### src/sv/cpt_pipe.sv
// Delay line of register ranks with a shared advance enable.
// No dependencies.
`timescale 1ns / 1ps
`default_nettype none

module cpt_pipe #(
  parameter int WIDTH = 8,
  parameter int DEPTH = 2
) (
  input  wire logic             clk,
  input  wire logic             en,
  input  wire logic [WIDTH-1:0] d,
  output logic      [WIDTH-1:0] q
);

  logic [WIDTH-1:0] sr_r [DEPTH];

  always_ff @(posedge clk) begin
    if (en) begin
      sr_r[0] <= d;
      for (int i = 1; i < DEPTH; i++) begin
        sr_r[i] <= sr_r[i-1];
      end
    end
  end

  assign q = sr_r[DEPTH-1];

endmodule : cpt_pipe

`default_nettype wire

### config.mk
export PLATFORM = sky130hd
export DESIGN_NAME = cpt_pipe
export DESIGN_NICKNAME = d
export VERILOG_FILES = /design/src/sv/cpt_pipe.sv
export SDC_FILE = /design/constraint.sdc
export NUM_CORES = 1
export LEC_CHECK = 0
export BUFFER_PORTS_ARGS = -buffer_cell sky130_fd_sc_hd__buf_2
export CORE_MARGIN = 5
export CORE_UTILIZATION = 30
export DETAILED_ROUTE_END_ITERATION = 8
export PLACE_DENSITY = 0.49
export SLEW_MARGIN = 20
export SYNTH_ARGS = -nofsm -noshare
export SYNTH_HDL_FRONTEND = slang
export SYNTH_SLANG_ARGS = --single-unit
### constraint.sdc
create_clock -name clk -period 1.5 [get_ports clk]
set_clock_uncertainty 0.1 [all_clocks]
set_input_delay 0.225 -clock clk [delete_from_list [all_inputs] [get_ports clk]]
set_output_delay 0.225 -clock clk [all_outputs]
set_load 0.02 [all_outputs]
Word level (Yosys, flattened, before mapping). Memory sizes are Yosys's and may differ from the RTL's. Cells that the tools add are included.

Bits in registers: 0. Memory bits (writable): 16. Input port bits: 10. Memories: 1.

Muxes and demuxes: 2.

Memory list: sr_r (words 2, bits a word 8, rd ports 2, clocked after Yosys merged registers in 0, write ports 2, line 16) `logic [WIDTH-1:0] sr_r [DEPTH];`.

Operator list (number): two-way mux 1 bit (2).

Longest topological paths before layout. Gate-level depths: netlist (run 1).

Depth in word-level cells: 2. Mapped depth: 1.

Least setup slack after synthesis (run 1). No wires, ideal clock.

Path kind: reg2out. Start point: memory sr_r[1][0], in the netlist sr_r[0][8]. End point: output q[0]. Arrival: 0.490 ns. Setup slack: 0.685 ns. Cell stages (with the launch flop): 2. Path buffers: 1. Cell sequence: edfxtp_1 -> buf_4.

RTL lines: from (decl) (line 16); to (decl) (line 13) `output logic [WIDTH-1:0] q`.

==> results.md, run 1 <==
- Tot GR Track Use: 0.0499
- FF-to-FF End: sr_r[0][11]
- Netlist cell types: 2
- Area grow syn2layout: 14.6%
- Crit path cell chain: buf_2
- Largest net degree at the start of global routing: 17
- Regs by FF count: sr_r x16
- CTS HTree Levels: 1
- Power density cells: 1270 nW/um^2
- Num ports: 18
- Slew headroom: 0.779
- Max FFs per register: 16
- Initial Utilization: 0.313
- Skew-Pair Late Insertion Delay: 0.26 ns
- # DRC: 0
- Cts hold-fix bufs: 0
- Area of the mapped netlist: 541 um^2
- Peak VDD IR: 0.000348 V
- RSZ-0062 raised after global routing: false
- Worst-path clk slew: 0.08 ns
- Setup Viol. Count Final: 0
- Final nets: 48
- Global route overflow: 0
- Total Wirelength: 636 um
- Critical Path RT: 1.17 ns
- Vias in the first global route: 223
- Fin Setup TNS: 0 ns
- Min-Delay Path Class: input pin to register
- Biggest register: sr_r
- Fin util: 0.359
- CTS resizes: 0
- Syn_nets: 34
- Worst Reg2Reg Path Length in Cells: 0
- Die H: 52.4 um
- Startpoint Class: register
- DP Worst Slack: 0.528 ns
- # clock sinks: 16
- CTS tree: done
- Ys Warns: 0
- Hold depth: 1
- First-pass GRT wire length: 924 um
- Port buffer count: 17
- Final hold vios: 0
- CP max stage delay: 0.36 ns
- Via/cell ratio: 3.64
- Slowest CP cell: edfxtp_1
- Fin crit period: 1.11 ns
- Drt initial violations: 4
- Core outline area: 1730 um^2
- Post-CTS setup buffers: 0
- Fmax: 898 MHz
- CP max FO: 1
- Synthesized flop and latch total: 16
- Fraction of layout instances using a drive strength above 1: 0.556
- Leakage power: 0.237 nW
- Slew Limit Fails: 0
- Critical path class: register to output pin
- Stages on worst setup path: 1
- Multi-input logic area: 0 um^2
- Initial antenna violation count: 0
- Launch point of the worst path: sr_r[0][11]
- Worst Path Arrival: 0.79 ns
- DIE AREA: 2750 um^2
- Synth Instances: 24
- First-pass iteration count of the detailed router: 2
- Core Rows: 15
- Setup crit end: q[3]
- Critical path's top delay family: flip-flops
- Sequential fraction of the synthesis area: 0.889
- Status: completed
- Routed vias: 222
- Ant diodes: 0
- Setup slack, reg-to-reg: 0.77 ns
- Final clock period utilization by the worst path: 0.742
- Multi-input gate count: 0
- Root buf cell: clkbuf_4
- Setup ws final: 0.387 ns
- Slew at the pin with the worst max-slew slack: 0.332 ns
- Max Cap Viol: 0
- Tot Pwr: 0.786 mW
- Detail Route Antenna Nets: 0
- Num CTS Buffers: 3
- Die Width: 52.4 um
- Routed len/inst: 10.4 um
- Worst setup EP type: output pin
- Clock Tree Buf Depth: 2
- Avg Cell Area, Syn: 22.5 um^2
- GPL Wtd Cong: 0.582
- Worst Path Buf+Inv: 1
- Worst r2r src: sr_r[0][3]
cell families (layout without fill, tap and decap cells):
group / count (synthesis) / count (layout) / share of synthesized area
flops: 16 / 16 / 0.889
buf+inv: 8 / 20 / 0.111
cells in the mapped netlist:
library cell  number  area [um^2]
buf_4              8         60.1
edfxtp_1          16          480
through the flow:
stage | cells | hold slack [ns] | area (um^2)
after global placement | 58 | 0.303 | 597
after CTS | 61 | 0.0197 | 619
after global routing | 61 | 0.0120 | 619
after detailed placement | 58 | 0.304 | 597
final | 61 | 0.0297 | 619
after floorplan | 24 | 0.224 | 541
where the power goes:
part | internal, mW | switching (mW)
clock network | 0.0927 | 0.107
registers | 0.529 | 0.00618
logic | 0.0174 | 0.0339
layout make-up:
| type | count | area [um^2] |
|---|---|---|
| clock buffers | 3 | 22.5 |
| fillers | 176 | 1110 |
| flip-flops and latches | 16 | 480 |
| well taps | 25 | 31.3 |
| repair buffers | 17 | 85.1 |
placed cells by master (no fill, tap or decap):
cell type	count
clkbuf_4	3
buf_2	17
edfxtp_1	16
metal layers:
metal,GRT usage,vias to the layer above,share of wire
li1,-,106,-
met2,0.0723,13,0.49
met5,0,-,0
met3,0.0513,0,0.18
met4,0.0255,0,0
met1,0.0435,103,0.33
worst min path at each step:
stage / endpoint / slack, ns / from
2_1_floorplan: sr_r[0][0] / 0.22 / d[0]
3_3_place_gp: sr_r[0][14] / 0.30 / sr_r[0][6]
3_5_place_dp: sr_r[0][5] / 0.30 / d[5]
4_1_cts: sr_r[0][5] / 0.02 / d[5]
5_1_grt: sr_r[0][3] / 0.01 / d[3]
6_report: sr_r[0][5] / 0.03 / d[5]
No activity file was read; power rests on OpenSTA's default activity.
==> run 2, diff against run 1 <==
--- a/config.mk
+++ b/config.mk
@@ -5,11 +5,12 @@
 export SDC_FILE = /design/constraint.sdc
 export NUM_CORES = 1
 export LEC_CHECK = 0
+export ABC_AREA = 1
 export BUFFER_PORTS_ARGS = -buffer_cell sky130_fd_sc_hd__buf_2
 export CORE_MARGIN = 5
 export CORE_UTILIZATION = 30
 export DETAILED_ROUTE_END_ITERATION = 8
-export PLACE_DENSITY = 0.49
+export PLACE_DENSITY = 0.51
 export SLEW_MARGIN = 20
 export SYNTH_ARGS = -nofsm -noshare
 export SYNTH_HDL_FRONTEND = slang
==> constraint.sdc (replaced) <==
create_clock -name clk -period 0.95 [get_ports clk]
set_clock_uncertainty 0.1 [all_clocks]
set_input_delay 0.1425 -clock clk [delete_from_list [all_inputs] [get_ports clk]]
set_output_delay 0.1425 -clock clk [all_outputs]
set_load 0.02 [all_outputs]
==> run 2 against run 1 <==
  * The flow now finishes with violations (setup timing)
  * Critical path depth unchanged
  * Via count up 14%
  * Non-clock buffer count up 8
  * Critical path type unchanged
  * Sequential share of layout area down 12 points
  * Largest power group unchanged
==> results.md, run 2 (synthesis gave the netlist of run 1 again) <==
- Status: complete, but fails checks
- Failing checks: setup timing
- Stages on worst setup path: 1 (unchanged)
- DIE AREA: 2750 um^2 (unchanged)
- Leakage power: 0.283 nW (+19%)
- # clock sinks: 16 (unchanged)
- Total Wirelength: 729 um (+15%)
- Non-Filler Instances: 70 (+15%)
- Setup slack, reg-to-reg: 0.22 ns (-0.55 ns)
- Global route overflow: 0 (unchanged)
- Critical path class: register to output pin
- Vias in the first global route: 245 (+9.9%)
- Multi-input gate count: 0 (unchanged)
- Routed vias: 252 (+14%)
- Worst Reg2Reg Path Length in Cells: 0 (unchanged)
- Crit path cell chain: buf_6
- Area grow syn2layout: 35.9%
- # DRC: 0 (unchanged)
- Worst-path clk slew: 0.08 ns (about the same)
- Detail Route Antenna Nets: 0 (unchanged)
- Worst setup EP type: output pin
- Slew at the pin with the worst max-slew slack: 0.329 ns (-0.00293 ns)
- First-pass GRT wire length: 1090 um (+18%)
- Fraction of layout instances using a drive strength above 1: 0.444 (-0.111)
- CTS HTree Levels: 1 (unchanged)
- Core Rows: 15 (unchanged)
- Max Cap Viol: 0 (unchanged)
- Launch point of the worst path: sr_r[0][13]
- Min-Delay Path Class: input pin to register
- Core outline area: 1730 um^2 (unchanged)
- Critical path's top delay family: flip-flops
- Clock Tree Buf Depth: 2 (unchanged)
- First-pass iteration count of the detailed router: 2 (unchanged)
- Worst r2r src: sr_r[0][6]
- Biggest register: sr_r
- Tot GR Track Use: 0.0584 (+0.00855)
- FF-to-FF End: sr_r[0][14]
- Reg area: 480 um^2 (unchanged)
- CTS tree: done
- Peak VDD IR: 0.000707 V (+100%)
- Drt initial violations: 3 (-1)
- Startpoint Class: register
- Via/cell ratio: 3.60 (-1.1%)
- Fmax: 944 MHz
- Placed cell count: 58 (unchanged)
- Final clock period utilization by the worst path: 1.12
- Number of fillers in the final layout: 174 (-1.1%)
- Num CTS Buffers: 3 (unchanged)
- Die H: 52.4 um (unchanged)
- Initial Utilization: 0.313 (unchanged)
- Slew Limit Fails: 0 (unchanged)
- Routed len/inst: 10.4 um (-0.11%)
- Post-CTS setup buffers: 0 (unchanged)
- Hold WS: 0.182 ns (+0.152 ns)
- Worst Path Arrival: 0.82 ns (+0.03 ns)
- Setup crit end: q[5]
- Slowest CP cell: edfxtp_1
- Root buf cell: clkbuf_4
- Final nets: 56 (+17%)
- Fin crit period: 1.06 ns
- Regs by FF count: sr_r x16
- Largest net degree at the start of global routing: 17 (unchanged)
- Critical Path RT: 0.71 ns (-0.46 ns)
- Port buffer count: 17 (unchanged)
- Num ports: 18 (unchanged)
- Setup Viol. Count Final: 8 (+8)
- GPL Wtd Cong: 0.622 (+6.9%)
- Die Width: 52.4 um (unchanged)
- Power density cells: 1790 nW/um^2 (+41%)
- Ant diodes: 0 (unchanged)
- CP max FO: 1 (unchanged)
- Final hold vios: 0 (unchanged)
- Initial antenna violation count: 0 (unchanged)
- Skew-Pair Late Insertion Delay: 0.27 ns (about the same)
- RSZ-0062 raised after global routing: true
- Max FFs per register: 16 (unchanged)
- Most common cell after layout, fill and taps aside: edfxtp_1
- Worst Path Buf+Inv: 1 (unchanged)
- Setup ws final: -0.109 ns (-0.496 ns)
- Slew headroom: 0.781 (+0.00195)
- CP max stage delay: 0.40 ns (+0.04 ns)
- Most frequent cells in the layout: 16 x edfxtp_1, 12 x buf_2, 8 x dlygate4sd3_1
- Multi-input logic area: 0 um^2 (unchanged)
==> run 2: layer usage <==
| layer | GRT usage | vias up | wire, um |
|---|---|---|---|
| met3 | 0.0370 | 0 | 95 |
| met1 | 0.0529 | 116 | 260 |
| met5 | 0 | - | 0 |
| li1 | - | 122 | - |
| met4 | 0.0383 | 0 | 0 |
| met2 | 0.0950 | 14 | 374 |
==> run 2: worst min-delay path by stage <==
stage / slack [ns] / start / cells after the start / end
after floorplan: 0.14 / d[0] / 0 / sr_r[0][0]
after global placement: 0.22 / d[1] / 1 / sr_r[0][1]
after detailed placement: 0.22 / d[0] / 1 / sr_r[0][0]
after CTS: 0.18 / en / 1 / sr_r[0][10]
after global routing: 0.18 / en / 1 / sr_r[0][10]
final: 0.18 / en / 1 / sr_r[0][2]
==> run 2: what timing repair did <==
item                                   CTS  global route
setup endpoints to repair                8             8
hold buffers                             8             0
endpoints found under the hold margin    8             0
cloned                                   0             0
resized for setup                        0            10
==> run 2: layout make-up <==
cell class              instances  share of cell area
repair buffers                 25               0.267
well taps                      25              0.0426
flip-flops and latches         16               0.654
clock buffers                   3              0.0307
clock inverters                 1             0.00511
==> run 2: power breakdown <==
part	internal, mW	total, mW	switching, mW
Sequential	0.836	0.852	0.0154
Combinational	0.0645	0.120	0.0554
Clock	0.152	0.342	0.190
Total	1.05	1.31	0.261
==> run 2: metrics by stage <==
step | utilization | setup TNS, ns | instance area, um^2 | setup WS, ns | power [mW]
after floorplan | - | 0 | 541 | 0.217 | 0.922
after global placement | 0.346 | 0 | 597 | 0.0936 | 0.940
after detailed placement | 0.346 | 0 | 597 | 0.0545 | 0.948
after CTS | 0.407 | -0.906 | 703 | -0.131 | 1.31
after global routing | 0.425 | -1.10 | 734 | -0.158 | 1.38
final | 0.425 | -0.772 | 734 | -0.109 | 1.31
